--- config.mk ---
export PLATFORM = sky130hd
export DESIGN_NAME = trix_triple_ema_rate_core_flat
export DESIGN_NICKNAME = d
export VERILOG_FILES = /design/src/hdl/trix_pkg.sv /design/src/hdl/trix_req_if.sv /design/src/hdl/trix_rsp_if.sv /design/src/hdl/trix_triple_ema_rate_core.sv /design/src/hdl/trix_csr.sv /design/src/hdl/trix_ctrl.sv /design/src/hdl/trix_dpath.sv /design/src/flat_wrapper.sv
export SDC_FILE = /design/constraint.sdc
export NUM_CORES = 2
export LEC_CHECK = 0
export BUFFER_PORTS_ARGS = -buffer_cell sky130_fd_sc_hd__buf_4
export CORE_AREA = 2 2 326 328
export CTS_CLUSTER_DIAMETER = 100
export DETAILED_ROUTE_END_ITERATION = 8
export DIE_AREA = 0 0 328 330
export HOLD_SLACK_MARGIN = 0.1
export PLACE_DENSITY = 0.82
export SYNTH_ARGS = -nofsm -noshare
export SYNTH_HDL_FRONTEND = slang
export SYNTH_SLANG_ARGS = --single-unit
--- constraint.sdc ---
create_clock -name clock -period 9.5 [get_ports clock]
set_input_delay 0.475 -clock clock [delete_from_list [all_inputs] [get_ports clock]]
set_output_delay 0.475 -clock clock [all_outputs]
set_load 0.02 [all_outputs]
--- src/hdl/trix_pkg.sv ---
// Shared types and constants for the TRIX triple-average rate core.
// Holds datapath widths, the controller state and command types, and register codes.
// No dependencies.
package trix_pkg;

   localparam int SAMPLE_W   = 32;
   localparam int PERIOD_W   = 11;
   localparam int ALPHA_W    = 17;
   localparam int AVG_W      = 48;
   localparam int DIFF_W     = 49;
   localparam int LO_W       = 24;
   localparam int MUL_A_W    = 25;
   localparam int MUL_B_W    = 18;
   localparam int PROD_W     = MUL_A_W + MUL_B_W;
   localparam int ACC_W      = 66;
   localparam int FRAC_SHIFT = 16;
   localparam int ROUND_HALF = 32768;
   localparam int N100_W     = 56;
   localparam int DVD_W      = 74;
   localparam int Q_W        = 33;
   localparam int REM_W      = 49;
   localparam int DIV_STEPS  = Q_W;
   localparam int CNT_W      = 6;
   localparam int CSR_DATA_W = 32;
   localparam int CSR_ADDR_W = 3;

   localparam logic [PERIOD_W-1:0] PERIOD_RESET = PERIOD_W'(14);
   localparam logic [ALPHA_W-1:0]  ALPHA_RESET  = ALPHA_W'(8738);
   localparam logic [ALPHA_W-1:0]  ALPHA_ONE    = ALPHA_W'(65536);

   // register select is paddr bit 2
   localparam logic REG_PERIOD = 1'b0;
   localparam logic REG_ALPHA  = 1'b1;

   typedef enum logic [3:0] {
      ST_IDLE,
      ST_SEED,
      ST_DIFF,
      ST_MUL_LO,
      ST_MUL_HI,
      ST_ACC,
      ST_UPDATE,
      ST_NUM,
      ST_SCALE,
      ST_DIVIDEND,
      ST_DIV_INIT,
      ST_DIV_STEP,
      ST_EMIT
   } ctrl_state_type;

   typedef enum logic [3:0] {
      OP_NONE,
      OP_LOAD,
      OP_SEED,
      OP_DIFF,
      OP_MUL_LO,
      OP_MUL_HI,
      OP_ACC,
      OP_UPDATE,
      OP_NUM,
      OP_SCALE,
      OP_DIVIDEND,
      OP_DIV_INIT,
      OP_DIV_STEP,
      OP_EMIT
   } dp_op_type;

   typedef enum logic [1:0] {
      SEL_FIRST,
      SEL_SECOND,
      SEL_THIRD
   } avg_sel_type;

   typedef struct packed {
      dp_op_type   op;
      avg_sel_type sel;
   } dp_cmd_type;

   typedef struct packed {
      logic out_stall;
   } dp_status_type;

endpackage

--- src/hdl/trix_req_if.sv ---
// Input channel: one price sample word per handshake.
// Depends on trix_pkg.
interface trix_req_if;
   import trix_pkg::*;

   logic                       valid;
   logic                       ready;
   logic signed [SAMPLE_W-1:0] sample;
   logic                       series_start;

   modport source (output valid, output sample, output series_start, input ready);
   modport sink (input valid, input sample, input series_start, output ready);

endinterface

--- src/hdl/trix_rsp_if.sv ---
// Result channel: one TRIX word per handshake.
// Depends on trix_pkg.
interface trix_rsp_if;
   import trix_pkg::*;

   logic                       valid;
   logic                       ready;
   logic signed [SAMPLE_W-1:0] trix_percent;
   logic                       divide_by_zero;

   modport source (output valid, output trix_percent, output divide_by_zero, input ready);
   modport sink (input valid, input trix_percent, input divide_by_zero, output ready);

endinterface

--- src/hdl/trix_triple_ema_rate_core.sv ---
// TRIX core: one sample word in, at most one percent-change word out.
// A sample that yields a result runs three average updates (difference, low and high multiply,
// accumulate, update) on the shared multiplier, then numerator, scale, dividend and divider-init
// setup, 33 restoring-divider steps and the output-word load; warm-up samples give no result word.
// The output word register lets the next sample enter while a result waits.
// Synchronous active-high reset clears averages, index, state and output valid; period 14, alpha 8738.
module trix_triple_ema_rate_core #(
   parameter int MAX_PERIOD = 1024
) (
   input  logic                               clock,
   input  logic                               reset,
   trix_req_if.sink                           req_chan,
   trix_rsp_if.source                         rsp_chan,
   input  logic                               csr_psel,
   input  logic                               csr_penable,
   input  logic                               csr_pwrite,
   input  logic [trix_pkg::CSR_ADDR_W-1:0]    csr_paddr,
   input  logic [trix_pkg::CSR_DATA_W-1:0]    csr_pwdata,
   output logic [trix_pkg::CSR_DATA_W-1:0]    csr_prdata,
   output logic                               csr_pready
);
   import trix_pkg::*;

   logic [PERIOD_W-1:0] period;
   logic [ALPHA_W-1:0]  alpha;
   dp_cmd_type          cmd;
   dp_status_type       status;

   trix_csr u_csr (
      .clock       (clock),
      .reset       (reset),
      .csr_psel    (csr_psel),
      .csr_penable (csr_penable),
      .csr_pwrite  (csr_pwrite),
      .csr_paddr   (csr_paddr),
      .csr_pwdata  (csr_pwdata),
      .csr_prdata  (csr_prdata),
      .csr_pready  (csr_pready),
      .period      (period),
      .alpha       (alpha)
   );

   trix_ctrl #(
      .MAX_PERIOD (MAX_PERIOD)
   ) u_ctrl (
      .clock            (clock),
      .reset            (reset),
      .period           (period),
      .req_valid        (req_chan.valid),
      .req_series_start (req_chan.series_start),
      .req_ready        (req_chan.ready),
      .status           (status),
      .cmd              (cmd)
   );

   trix_dpath u_dpath (
      .clock              (clock),
      .reset              (reset),
      .alpha              (alpha),
      .cmd                (cmd),
      .req_sample         (req_chan.sample),
      .status             (status),
      .rsp_valid          (rsp_chan.valid),
      .rsp_ready          (rsp_chan.ready),
      .rsp_trix_percent   (rsp_chan.trix_percent),
      .rsp_divide_by_zero (rsp_chan.divide_by_zero)
   );

endmodule

--- src/hdl/trix_csr.sv ---
// APB-style register block holding period and alpha.
// Depends on trix_pkg.
module trix_csr (
   input  logic                               clock,
   input  logic                               reset,
   input  logic                               csr_psel,
   input  logic                               csr_penable,
   input  logic                               csr_pwrite,
   input  logic [trix_pkg::CSR_ADDR_W-1:0]    csr_paddr,
   input  logic [trix_pkg::CSR_DATA_W-1:0]    csr_pwdata,
   output logic [trix_pkg::CSR_DATA_W-1:0]    csr_prdata,
   output logic                               csr_pready,
   output logic [trix_pkg::PERIOD_W-1:0]      period,
   output logic [trix_pkg::ALPHA_W-1:0]       alpha
);
   import trix_pkg::*;

   logic [PERIOD_W-1:0] period_ff, period_in;
   logic [ALPHA_W-1:0]  alpha_ff, alpha_in;
   logic                wr_en;

   assign wr_en      = csr_psel & csr_penable & csr_pwrite;
   assign csr_pready = 1'b1;
   assign period     = period_ff;
   assign alpha      = alpha_ff;

   always_comb begin
      period_in  = period_ff;
      alpha_in   = alpha_ff;
      csr_prdata = '0;
      unique case (csr_paddr[2])
         REG_PERIOD: begin
            csr_prdata = CSR_DATA_W'(period_ff);
            if (wr_en) period_in = csr_pwdata[PERIOD_W-1:0];
         end
         REG_ALPHA: begin
            csr_prdata = CSR_DATA_W'(alpha_ff);
            if (wr_en) alpha_in = csr_pwdata[ALPHA_W-1:0];
         end
         default: csr_prdata = '0;
      endcase
   end

   always_ff @(posedge clock) begin
      if (reset) begin
         period_ff <= PERIOD_RESET;
         alpha_ff  <= ALPHA_RESET;
      end else begin
         period_ff <= period_in;
         alpha_ff  <= alpha_in;
      end
   end

endmodule

--- src/hdl/trix_ctrl.sv ---
// Sequencer: warm-up schedule, sample index and step control for the datapath.
// Depends on trix_pkg; drives trix_dpath through dp_cmd_type.
module trix_ctrl #(
   parameter int MAX_PERIOD = 1024
) (
   input  logic                          clock,
   input  logic                          reset,
   input  logic [trix_pkg::PERIOD_W-1:0] period,
   input  logic                          req_valid,
   input  logic                          req_series_start,
   output logic                          req_ready,
   input  trix_pkg::dp_status_type       status,
   output trix_pkg::dp_cmd_type          cmd
);
   import trix_pkg::*;

   localparam int IW = $clog2(3 * MAX_PERIOD + 1);
   localparam int PW = $clog2(MAX_PERIOD + 1);
   localparam logic [IW-1:0] IDX_MAX = IW'(3 * MAX_PERIOD);

   ctrl_state_type    state_ff, state_in;
   avg_sel_type       sel_ff, sel_in;
   logic [IW-1:0]     idx_ff, idx_in;
   logic [CNT_W-1:0]  cnt_ff, cnt_in;
   logic [2:0]        seed_ff, seed_in;
   logic [2:0]        upd_ff, upd_in;
   logic              emit_ff, emit_in;

   logic [PW-1:0]     p_eff;
   logic [IW-1:0]     i_now, t1, t2, t3;
   ctrl_state_type    after_state;
   avg_sel_type       after_sel;

   always_comb begin
      if (period == '0) begin
         p_eff = PW'(1);
      end else if (32'(period) > 32'(MAX_PERIOD)) begin
         p_eff = PW'(MAX_PERIOD);
      end else begin
         p_eff = PW'(period);
      end
      t1    = IW'(p_eff) - IW'(1);
      t2    = IW'({p_eff, 1'b0}) - IW'(2);
      t3    = IW'({p_eff, 1'b0}) + IW'(p_eff) - IW'(2);
      i_now = req_series_start ? '0 : idx_ff;
   end

   // choose the stage that follows the one just finished
   always_comb begin
      after_state = ST_IDLE;
      after_sel   = sel_ff;
      unique case (sel_ff)
         SEL_FIRST: begin
            after_sel = SEL_SECOND;
            if (seed_ff[1]) after_state = ST_SEED;
            else if (upd_ff[1]) after_state = ST_DIFF;
         end
         SEL_SECOND: begin
            after_sel = SEL_THIRD;
            if (seed_ff[2]) after_state = ST_SEED;
            else if (upd_ff[2]) after_state = ST_DIFF;
         end
         SEL_THIRD: begin
            if (emit_ff && upd_ff[2]) after_state = ST_NUM;
         end
         default: after_state = ST_IDLE;
      endcase
   end

   always_comb begin
      state_in  = state_ff;
      sel_in    = sel_ff;
      idx_in    = idx_ff;
      cnt_in    = cnt_ff;
      seed_in   = seed_ff;
      upd_in    = upd_ff;
      emit_in   = emit_ff;
      req_ready = 1'b0;
      cmd.op    = OP_NONE;
      cmd.sel   = sel_ff;
      unique case (state_ff)
         ST_IDLE: begin
            req_ready = 1'b1;
            if (req_valid) begin
               cmd.op  = OP_LOAD;
               idx_in  = (i_now < IDX_MAX) ? i_now + IW'(1) : i_now;
               seed_in = {i_now == t2, i_now == t1, i_now == '0};
               upd_in  = {i_now > t2, i_now > t1, i_now != '0};
               emit_in = i_now >= t3;
               sel_in  = SEL_FIRST;
               state_in = (i_now == '0) ? ST_SEED : ST_DIFF;
            end
         end
         ST_SEED: begin
            cmd.op   = OP_SEED;
            state_in = after_state;
            sel_in   = after_sel;
         end
         ST_DIFF: begin
            cmd.op   = OP_DIFF;
            state_in = ST_MUL_LO;
         end
         ST_MUL_LO: begin
            cmd.op   = OP_MUL_LO;
            state_in = ST_MUL_HI;
         end
         ST_MUL_HI: begin
            cmd.op   = OP_MUL_HI;
            state_in = ST_ACC;
         end
         ST_ACC: begin
            cmd.op   = OP_ACC;
            state_in = ST_UPDATE;
         end
         ST_UPDATE: begin
            cmd.op   = OP_UPDATE;
            state_in = after_state;
            sel_in   = after_sel;
         end
         ST_NUM: begin
            cmd.op   = OP_NUM;
            state_in = ST_SCALE;
         end
         ST_SCALE: begin
            cmd.op   = OP_SCALE;
            state_in = ST_DIVIDEND;
         end
         ST_DIVIDEND: begin
            cmd.op   = OP_DIVIDEND;
            state_in = ST_DIV_INIT;
         end
         ST_DIV_INIT: begin
            cmd.op   = OP_DIV_INIT;
            cnt_in   = '0;
            state_in = ST_DIV_STEP;
         end
         ST_DIV_STEP: begin
            cmd.op = OP_DIV_STEP;
            cnt_in = cnt_ff + CNT_W'(1);
            if (cnt_ff == CNT_W'(DIV_STEPS - 1)) state_in = ST_EMIT;
         end
         ST_EMIT: begin
            // hold until the output word slot frees up
            if (!status.out_stall) begin
               cmd.op   = OP_EMIT;
               state_in = ST_IDLE;
            end
         end
         default: state_in = ST_IDLE;
      endcase
   end

   always_ff @(posedge clock) begin
      if (reset) begin
         state_ff <= ST_IDLE;
         sel_ff   <= SEL_FIRST;
         idx_ff   <= '0;
         cnt_ff   <= '0;
         seed_ff  <= '0;
         upd_ff   <= '0;
         emit_ff  <= 1'b0;
      end else begin
         state_ff <= state_in;
         sel_ff   <= sel_in;
         idx_ff   <= idx_in;
         cnt_ff   <= cnt_in;
         seed_ff  <= seed_in;
         upd_ff   <= upd_in;
         emit_ff  <= emit_in;
      end
   end

endmodule

--- src/hdl/trix_dpath.sv ---
// Datapath: three averages, shared 25x18 multiplier, restoring divider, output word register.
// Depends on trix_pkg; commanded by trix_ctrl.
module trix_dpath (
   input  logic                                 clock,
   input  logic                                 reset,
   input  logic [trix_pkg::ALPHA_W-1:0]         alpha,
   input  trix_pkg::dp_cmd_type                 cmd,
   input  logic signed [trix_pkg::SAMPLE_W-1:0] req_sample,
   output trix_pkg::dp_status_type              status,
   output logic                                 rsp_valid,
   input  logic                                 rsp_ready,
   output logic signed [trix_pkg::SAMPLE_W-1:0] rsp_trix_percent,
   output logic                                 rsp_divide_by_zero
);
   import trix_pkg::*;

   logic signed [AVG_W-1:0]    x_ff, x_in;
   logic signed [AVG_W-1:0]    first_ff, first_in;
   logic signed [AVG_W-1:0]    second_ff, second_in;
   logic signed [AVG_W-1:0]    third_ff, third_in;
   logic signed [AVG_W-1:0]    old_ff, old_in;
   logic signed [DIFF_W-1:0]   diff_ff, diff_in;
   logic signed [PROD_W-1:0]   prod_ff, prod_in;
   logic signed [ACC_W-1:0]    acc_ff, acc_in;
   logic signed [DIFF_W-1:0]   num_ff, num_in;
   logic [AVG_W-1:0]           dabs_ff, dabs_in;
   logic                       den_neg_ff, den_neg_in;
   logic                       den_zero_ff, den_zero_in;
   logic [N100_W-1:0]          n100_ff, n100_in;
   logic                       neg_ff, neg_in;
   logic [REM_W-1:0]           d_ff, d_in;
   logic [REM_W-1:0]           rem_ff, rem_in;
   logic [Q_W-1:0]             dvd_ff, dvd_in;
   logic                       ovf_ff, ovf_in;
   logic                       out_valid_ff, out_valid_in;
   logic signed [SAMPLE_W-1:0] out_trix_ff, out_trix_in;
   logic                       out_dbz_ff, out_dbz_in;

   logic [ALPHA_W-1:0]         a_eff;
   logic signed [AVG_W-1:0]    cur, src, upd;
   logic signed [MUL_A_W-1:0]  mul_a;
   logic signed [MUL_B_W-1:0]  mul_b;
   logic [DIFF_W-1:0]          nabs;
   logic [N100_W-1:0]          nabs_w;
   logic [DVD_W-1:0]           n_total;
   logic [REM_W:0]             rem_sh;
   logic                       ge;
   logic [Q_W-1:0]             q;
   logic                       sat;

   assign a_eff = (alpha > ALPHA_ONE) ? ALPHA_ONE : alpha;

   always_comb begin
      cur = first_ff;
      src = x_ff;
      unique case (cmd.sel)
         SEL_FIRST: begin
            cur = first_ff;
            src = x_ff;
         end
         SEL_SECOND: begin
            cur = second_ff;
            src = first_ff;
         end
         SEL_THIRD: begin
            cur = third_ff;
            src = second_ff;
         end
         default: begin
            cur = first_ff;
            src = x_ff;
         end
      endcase
   end

   assign mul_a   = (cmd.op == OP_MUL_HI) ? diff_ff[DIFF_W-1:LO_W] : {1'b0, diff_ff[LO_W-1:0]};
   assign mul_b   = {1'b0, a_eff};
   assign prod_in = mul_a * mul_b;
   assign upd     = cur + AVG_W'(acc_ff >>> FRAC_SHIFT);

   assign nabs    = num_ff[DIFF_W-1] ? DIFF_W'(-num_ff) : num_ff;
   assign nabs_w  = N100_W'(nabs);
   assign n_total = DVD_W'({n100_ff, 17'b0}) + DVD_W'(dabs_ff);
   assign rem_sh  = {rem_ff, dvd_ff[Q_W-1]};
   assign ge      = rem_sh >= {1'b0, d_ff};
   assign q       = dvd_ff;
   assign sat     = neg_ff ? (ovf_ff || (q > Q_W'(33'h0_8000_0000)))
                           : (ovf_ff || (q[Q_W-1:Q_W-2] != 2'b00));

   always_comb begin
      x_in         = x_ff;
      first_in     = first_ff;
      second_in    = second_ff;
      third_in     = third_ff;
      old_in       = old_ff;
      diff_in      = diff_ff;
      acc_in       = acc_ff;
      num_in       = num_ff;
      dabs_in      = dabs_ff;
      den_neg_in   = den_neg_ff;
      den_zero_in  = den_zero_ff;
      n100_in      = n100_ff;
      neg_in       = neg_ff;
      d_in         = d_ff;
      rem_in       = rem_ff;
      dvd_in       = dvd_ff;
      ovf_in       = ovf_ff;
      out_trix_in  = out_trix_ff;
      out_dbz_in   = out_dbz_ff;
      out_valid_in = out_valid_ff & ~rsp_ready;
      case (cmd.op)
         OP_LOAD: x_in = {{8{req_sample[SAMPLE_W-1]}}, req_sample, 8'b0};
         OP_SEED: begin
            if (cmd.sel == SEL_FIRST) first_in = src;
            if (cmd.sel == SEL_SECOND) second_in = src;
            if (cmd.sel == SEL_THIRD) third_in = src;
         end
         OP_DIFF: diff_in = DIFF_W'(src) - DIFF_W'(cur);
         OP_MUL_HI: acc_in = ACC_W'(prod_ff) + ACC_W'(ROUND_HALF);
         OP_ACC: acc_in = acc_ff + (ACC_W'(prod_ff) <<< LO_W);
         OP_UPDATE: begin
            if (cmd.sel == SEL_FIRST) first_in = upd;
            if (cmd.sel == SEL_SECOND) second_in = upd;
            if (cmd.sel == SEL_THIRD) begin
               third_in = upd;
               old_in   = third_ff;
            end
         end
         OP_NUM: begin
            num_in      = DIFF_W'(third_ff) - DIFF_W'(old_ff);
            den_zero_in = (third_ff == '0);
            den_neg_in  = third_ff[AVG_W-1];
            dabs_in     = third_ff[AVG_W-1] ? AVG_W'(-third_ff) : third_ff;
         end
         OP_SCALE: begin
            n100_in = (nabs_w << 6) + (nabs_w << 5) + (nabs_w << 2);
            neg_in  = num_ff[DIFF_W-1] ^ den_neg_ff;
            d_in    = {dabs_ff, 1'b0};
         end
         OP_DIVIDEND: begin
            rem_in = REM_W'(n_total[DVD_W-1:Q_W]);
            dvd_in = n_total[Q_W-1:0];
         end
         OP_DIV_INIT: ovf_in = rem_ff >= d_ff;
         OP_DIV_STEP: begin
            rem_in = ge ? REM_W'(rem_sh - {1'b0, d_ff}) : rem_sh[REM_W-1:0];
            dvd_in = {dvd_ff[Q_W-2:0], ge};
         end
         OP_EMIT: begin
            out_valid_in = 1'b1;
            out_dbz_in   = den_zero_ff;
            if (den_zero_ff) out_trix_in = '0;
            else if (neg_ff) out_trix_in = sat ? 32'h8000_0000 : (~q[SAMPLE_W-1:0]) + 32'd1;
            else out_trix_in = sat ? 32'h7FFF_FFFF : q[SAMPLE_W-1:0];
         end
         default: out_trix_in = out_trix_ff;
      endcase
   end

   always_ff @(posedge clock) begin
      if (reset) begin
         first_ff     <= '0;
         second_ff    <= '0;
         third_ff     <= '0;
         out_valid_ff <= 1'b0;
      end else begin
         first_ff     <= first_in;
         second_ff    <= second_in;
         third_ff     <= third_in;
         out_valid_ff <= out_valid_in;
      end
   end

   always_ff @(posedge clock) begin
      x_ff        <= x_in;
      old_ff      <= old_in;
      diff_ff     <= diff_in;
      prod_ff     <= prod_in;
      acc_ff      <= acc_in;
      num_ff      <= num_in;
      dabs_ff     <= dabs_in;
      den_neg_ff  <= den_neg_in;
      den_zero_ff <= den_zero_in;
      n100_ff     <= n100_in;
      neg_ff      <= neg_in;
      d_ff        <= d_in;
      rem_ff      <= rem_in;
      dvd_ff      <= dvd_in;
      ovf_ff      <= ovf_in;
      out_trix_ff <= out_trix_in;
      out_dbz_ff  <= out_dbz_in;
   end

   assign status.out_stall   = out_valid_ff & ~rsp_ready;
   assign rsp_valid          = out_valid_ff;
   assign rsp_trix_percent   = out_trix_ff;
   assign rsp_divide_by_zero = out_dbz_ff;

endmodule

--- src/flat_wrapper.sv ---
// flat-port wrapper written by rule: the top's interface ports become plain ports
module trix_triple_ema_rate_core_flat import trix_pkg::*;
#(
   parameter int MAX_PERIOD = 1024
)
  (clock, reset, csr_psel, csr_penable, csr_pwrite, csr_paddr, csr_pwdata, csr_prdata, csr_pready, req_chan_valid, req_chan_sample, req_chan_series_start, req_chan_ready, rsp_chan_valid, rsp_chan_trix_percent, rsp_chan_divide_by_zero, rsp_chan_ready);
  trix_req_if req_chan_i ();
  trix_rsp_if rsp_chan_i ();
  input  logic clock;
  input  logic reset;
  input  logic csr_psel;
  input  logic csr_penable;
  input  logic csr_pwrite;
  input  logic [trix_pkg::CSR_ADDR_W-1:0] csr_paddr;
  input  logic [trix_pkg::CSR_DATA_W-1:0] csr_pwdata;
  output logic [trix_pkg::CSR_DATA_W-1:0] csr_prdata;
  output logic csr_pready;
  input wire logic [$bits(req_chan_i.valid)-1:0] req_chan_valid;
  input wire logic [$bits(req_chan_i.sample)-1:0] req_chan_sample;
  input wire logic [$bits(req_chan_i.series_start)-1:0] req_chan_series_start;
  output wire logic [$bits(req_chan_i.ready)-1:0] req_chan_ready;
  output wire logic [$bits(rsp_chan_i.valid)-1:0] rsp_chan_valid;
  output wire logic [$bits(rsp_chan_i.trix_percent)-1:0] rsp_chan_trix_percent;
  output wire logic [$bits(rsp_chan_i.divide_by_zero)-1:0] rsp_chan_divide_by_zero;
  input wire logic [$bits(rsp_chan_i.ready)-1:0] rsp_chan_ready;
  assign req_chan_i.valid = req_chan_valid;
  assign req_chan_i.sample = req_chan_sample;
  assign req_chan_i.series_start = req_chan_series_start;
  assign req_chan_ready = req_chan_i.ready;
  assign rsp_chan_valid = rsp_chan_i.valid;
  assign rsp_chan_trix_percent = rsp_chan_i.trix_percent;
  assign rsp_chan_divide_by_zero = rsp_chan_i.divide_by_zero;
  assign rsp_chan_i.ready = rsp_chan_ready;
  trix_triple_ema_rate_core #(.MAX_PERIOD(MAX_PERIOD)) u_core (.clock(clock), .reset(reset), .req_chan(req_chan_i), .rsp_chan(rsp_chan_i), .csr_psel(csr_psel), .csr_penable(csr_penable), .csr_pwrite(csr_pwrite), .csr_paddr(csr_paddr), .csr_pwdata(csr_pwdata), .csr_prdata(csr_prdata), .csr_pready(csr_pready));
endmodule
==> out/qor.log <==
INFO  cts            post_cts_resized=0
INFO  synthesis      synth_cell_types=90
INFO  finish         ratio_of_cells_with_drive_above_1_in_the_final_layout=0.0579
INFO  finish         seq_area=19800um2
INFO  hold_path      hold_depth=3
INFO  timing         drv_slew=0
INFO  synthesis      post_synth_inst_count=7549
INFO  detailed_routing routed-wl-met2=85000um
INFO  floorplanning  die-width=328um
INFO  cts            tritoncts=yes
INFO  timing         skew=0.0278ns
INFO  detailed_routing drt_drc_violations_left=0
INFO  worst_setup_path worstSetupPathType=reg -> reg
INFO  timing         finalHoldViolations=0
INFO  pwr            power.density=174nW/um2
INFO  cts            cts_inserted_buffers=84
INFO  synthesis      synth_seq_cells=740
INFO  cts            numClockSinks=740
INFO  detailed_routing detail_route.wirelength=196000um
INFO  detailed_routing routedWlPerCell=21.7um
INFO  cts            clock_insertion_delay_worst_skew=0.69ns
INFO  detailed_routing wl_met3=20900um
INFO  cts            cts_root_buffer=sky130_fd_sc_hd__clkbuf_16
INFO  finish         area_delta_synth_final=8.26%
INFO  timing         hold_ws=0.144ns
INFO  outcome        outcome=completed
INFO  synthesis      seq_area_frac_synth=0.293
INFO  global_routing gr-usage-all-layers=0.363
INFO  timing         totalNegativeSetupSlack=0ns
INFO  finish         area_of_all_placed_cells_without_fillers=73200um2
INFO  synthesis      syn-cell-area=67600um2
INFO  detailed_routing top_layer=met5
INFO  floorplanning  chipHeight=330um
INFO  placed_design  post-dp-hpwl=154000um
INFO  floorplanning  dieArea=108000um2
INFO  timing         rsz_0062_raised_after_global_routing=false
INFO  worst_setup_path critPathCaptureType=flop
INFO  timing         fin_crit_sh=0.903
INFO  worst_setup_path worstPathArrival=9.15ns
INFO  global_routing global_route_wire_length_before_repair=307000um
INFO  synthesis      synth.area.top_cells=sky130_fd_sc_hd__edfxtp_1, sky130_fd_sc_hd__fa_1, sky130_fd_sc_hd__ha_1, sky130_fd_sc_hd__dfxtp_1, sky130_fd_sc_hd__inv_1
INFO  floorplanning  start_util=0.646
INFO  synthesis      synth_top_area_share=0.220
INFO  timing         final_setup_violating_endpoints=0
INFO  pwr            fin_total_pwr=12.7mW
INFO  worst_setup_path crit_required=10.07ns
INFO  cts            cts.htree.levels=3
INFO  finish         nFillCells=8100
INFO  timing         post-route-min-period=8.58ns
INFO  synthesis      synth.yosys.warnings=0
INFO  floorplanning  floorplan.io_pins=143
INFO  worst_setup_path reg2reg_depth=27
INFO  hold_path      hold_class=in -> reg
INFO  pwr            vdd.ir_drop.worst=0.204mV
INFO  finish         post-route-util=0.699
INFO  worst_setup_path crit_path_max_fanout=56
INFO  placed_design  dp.cells=8848
INFO  placed_design  gp_routability_congestion=1.01
INFO  finish         finish.net_count=8669
INFO  global_routing global_route.overflow_total=0
INFO  cts            cts.reportedPaths.clkPinSlew=0.06ns
INFO  detailed_routing met1_length=78600um
INFO  finish         multiInputGateArea=43600um2
INFO  global_routing grt_antenna_before_repair=6
INFO  job            cap_viol_max_count=0
INFO  synthesis      ys_dominant_reg_cell=sky130_fd_sc_hd__edfxtp_1
INFO  finish         fin_cells=9056
INFO  detailed_routing drtPass1Iterations=7
INFO  detailed_routing vias=57000
INFO  timing         max_clock_freq=117MHz
INFO  placed_design  dp_worst_setup_slack=1.11ns
INFO  detailed_routing detail-route-antenna-nets=0
INFO  detailed_routing post_drt_via_cell_ratio=6.30
INFO  synthesis      syn_area_per_cell=8.95um2
INFO  synthesis      number_of_enable_type_register_cells_in_the_synthesized_netlist=495
INFO  pwr            cellLeakagePower=31.8nW
INFO  floorplanning  core_area=105000um2
INFO  floorplanning  floorplan.rows=119
INFO  detailed_routing first_iter_violations=5862
INFO  cts            ctsLongestPathBuffers=3
INFO  synthesis      post-synth-top-area-cell=sky130_fd_sc_hd__edfxtp_1
INFO  global_routing grt_max_degree=84
INFO  worst_setup_path crit_path_start_kind=flop
INFO  synthesis      async_flop_share=0
INFO  global_routing first_global_vias=54600
INFO  timing         max_slew_margin=0.145
INFO  timing         max_slew.worst_pin.slew=1.28ns
INFO  placed_design  placed_cell_area=69800um2
INFO  timing         final_critical_path_setup_slack=0.923ns
INFO  placed_design  numPortBuffers=109
## worst max-delay path, cell delays in order (launching register included)
cell                       delay, ns
sky130_fd_sc_hd__dfxtp_1        0.56
sky130_fd_sc_hd__nand2b_1       0.33
sky130_fd_sc_hd__nor3_2         0.27
sky130_fd_sc_hd__buf_12         0.34
sky130_fd_sc_hd__mux2_2         0.43
sky130_fd_sc_hd__nand2_1        0.14
sky130_fd_sc_hd__fa_1           0.54
sky130_fd_sc_hd__inv_1          0.05
sky130_fd_sc_hd__fa_1           0.50
sky130_fd_sc_hd__inv_1          0.05
sky130_fd_sc_hd__fa_1           0.47
sky130_fd_sc_hd__inv_1          0.06
sky130_fd_sc_hd__fa_1           0.53
sky130_fd_sc_hd__fa_1           0.56
sky130_fd_sc_hd__inv_1          0.06
sky130_fd_sc_hd__fa_1           0.53
sky130_fd_sc_hd__inv_1          0.04
sky130_fd_sc_hd__ha_1           0.35
sky130_fd_sc_hd__a21o_1         0.23
sky130_fd_sc_hd__a21o_1         0.19
sky130_fd_sc_hd__a21oi_1        0.18
sky130_fd_sc_hd__o21ai_0        0.18
sky130_fd_sc_hd__or4_1          0.42
sky130_fd_sc_hd__o32ai_1        0.54
sky130_fd_sc_hd__nor3_1         0.22
sky130_fd_sc_hd__a21oi_1        0.32
sky130_fd_sc_hd__o21ai_0        0.16
sky130_fd_sc_hd__xor2_1         0.15
## final timing paths
kind | slack, ns | to | startpoint
setup / recovery | 0.92 | u_core.u_dpath.prod_ff[41] | u_core.u_ctrl.state_ff[2]
hold / removal | 0.14 | u_core.u_dpath.rsp_valid | rsp_chan_ready
setup reg to reg | 0.92 | u_core.u_dpath.prod_ff[41] | u_core.u_ctrl.state_ff[2]
hold reg to reg | 0.46 | u_core.u_dpath.d_ff[16] | u_core.u_dpath.dabs_ff[15]
## synth_stat cells (14+ instances only)
cell type and count:
sky130_fd_sc_hd__nand3_1 147, sky130_fd_sc_hd__o211ai_1 27, sky130_fd_sc_hd__a21o_1 258, sky130_fd_sc_hd__inv_1 847, sky130_fd_sc_hd__a21boi_0 18, sky130_fd_sc_hd__a31o_2 15
sky130_fd_sc_hd__a2111oi_0 18, sky130_fd_sc_hd__nand2_1 710, sky130_fd_sc_hd__mux2i_1 86, sky130_fd_sc_hd__a211o_1 16, sky130_fd_sc_hd__fa_1 469, sky130_fd_sc_hd__ha_1 533
sky130_fd_sc_hd__nor2b_1 73, sky130_fd_sc_hd__nor4_1 31, sky130_fd_sc_hd__o41ai_1 18, sky130_fd_sc_hd__and3_1 66, sky130_fd_sc_hd__a22oi_1 109, sky130_fd_sc_hd__clkbuf_1 257
sky130_fd_sc_hd__nand2b_1 60, sky130_fd_sc_hd__dfxtp_1 245, sky130_fd_sc_hd__a211oi_1 116, sky130_fd_sc_hd__o21bai_1 45, sky130_fd_sc_hd__o21a_1 61, sky130_fd_sc_hd__nor2_1 708
sky130_fd_sc_hd__or3_1 51, sky130_fd_sc_hd__edfxtp_1 495, sky130_fd_sc_hd__nor3_1 90, sky130_fd_sc_hd__mux2_2 33, sky130_fd_sc_hd__buf_1 32, sky130_fd_sc_hd__or4_1 23
sky130_fd_sc_hd__or2_2 22, sky130_fd_sc_hd__a31oi_1 71, sky130_fd_sc_hd__and2_1 63, sky130_fd_sc_hd__xor2_1 154, sky130_fd_sc_hd__buf_4 16, sky130_fd_sc_hd__xnor2_1 300
sky130_fd_sc_hd__o21ai_0 350, sky130_fd_sc_hd__a21oi_1 563, sky130_fd_sc_hd__o31ai_1 57, sky130_fd_sc_hd__a221o_1 14, sky130_fd_sc_hd__nand4_1 82, sky130_fd_sc_hd__a221oi_1 21
## routing by layer
layer  vias to the layer above  track usage
li1                      26300            -
met1                     27300        0.488
met2                      2844        0.553
met3                       532       0.0807
met4                         4        0.192
met5                         -            0
## sequential cells by signal, indices dropped and copies added (netlist names), 17 cells and up
register	flops
u_core.u_dpath.acc_ff	48
u_core.u_dpath.old_ff	48
u_core.u_dpath.n100_ff	54
u_core.u_dpath.d_ff	48
u_core.u_dpath.x_ff	32
u_core.u_dpath.first_ff	48
u_core.u_dpath.num_ff	49
u_core.u_dpath.dvd_ff	33
u_core.u_dpath.rem_ff	49
u_core.u_csr.alpha	17
u_core.u_dpath.second_ff	48
u_core.u_dpath.third_ff	48
u_core.u_dpath.rsp_trix_percent	32
u_core.u_dpath.prod_ff	43
u_core.u_dpath.dabs_ff	48
u_core.u_dpath.diff_ff	49
## where the power goes
group	switching, mW	internal (mW)
Sequential	0.217	3.67
Combinational	3.40	2.03
Clock	1.45	1.97
Total	5.07	7.67
## cell type report
cell class                 instances  share of cell area
timing repair buffer             249              0.0274
inverter                         850              0.0436
clock inverter                    51             0.00889
antenna                            1           0.0000342
clock buffer                     107              0.0306
tap                             1391              0.0238
sequential                       740               0.270
multi-input combinational       5667               0.595
## cells in the final DEF (no fill, tap or decap), drive strengths merged, types with 86 or more instances in the layout
cell type	instances
a211oi	117
a21o	258
a21oi	563
a22oi	109
buf	200
clkbuf	107
dfxtp	245
edfxtp	495
fa	469
ha	533
inv	854
mux2i	86
nand2	710
nand3	148
nor2	708
nor3	90
o21ai	352
xnor2	300
xor2	154
## what timing repair did
| action | CTS | global route |
|---|---|---|
| buffers inserted | 0 | 0 |
| hold buffers | 49 | 0 |
| hold endpoints to repair | 60 | 0 |
## cells by family (layout without fill, tap and decap cells)
group	Yosys count	after routing	synth area share
xor gates and xnor gates	454	454	0.0588
DFF	740	740	0.293
adders and majority gates	1002	1002	0.238
AOI/OAI and AO/OA	1883	1883	0.178
and+or+nand+nor	2193	2193	0.149
muxes	119	119	0.0182
buffers and inverters	1156	1257	0.0651
other	2	17	0.000111
(Power assumes the default switching activity.)
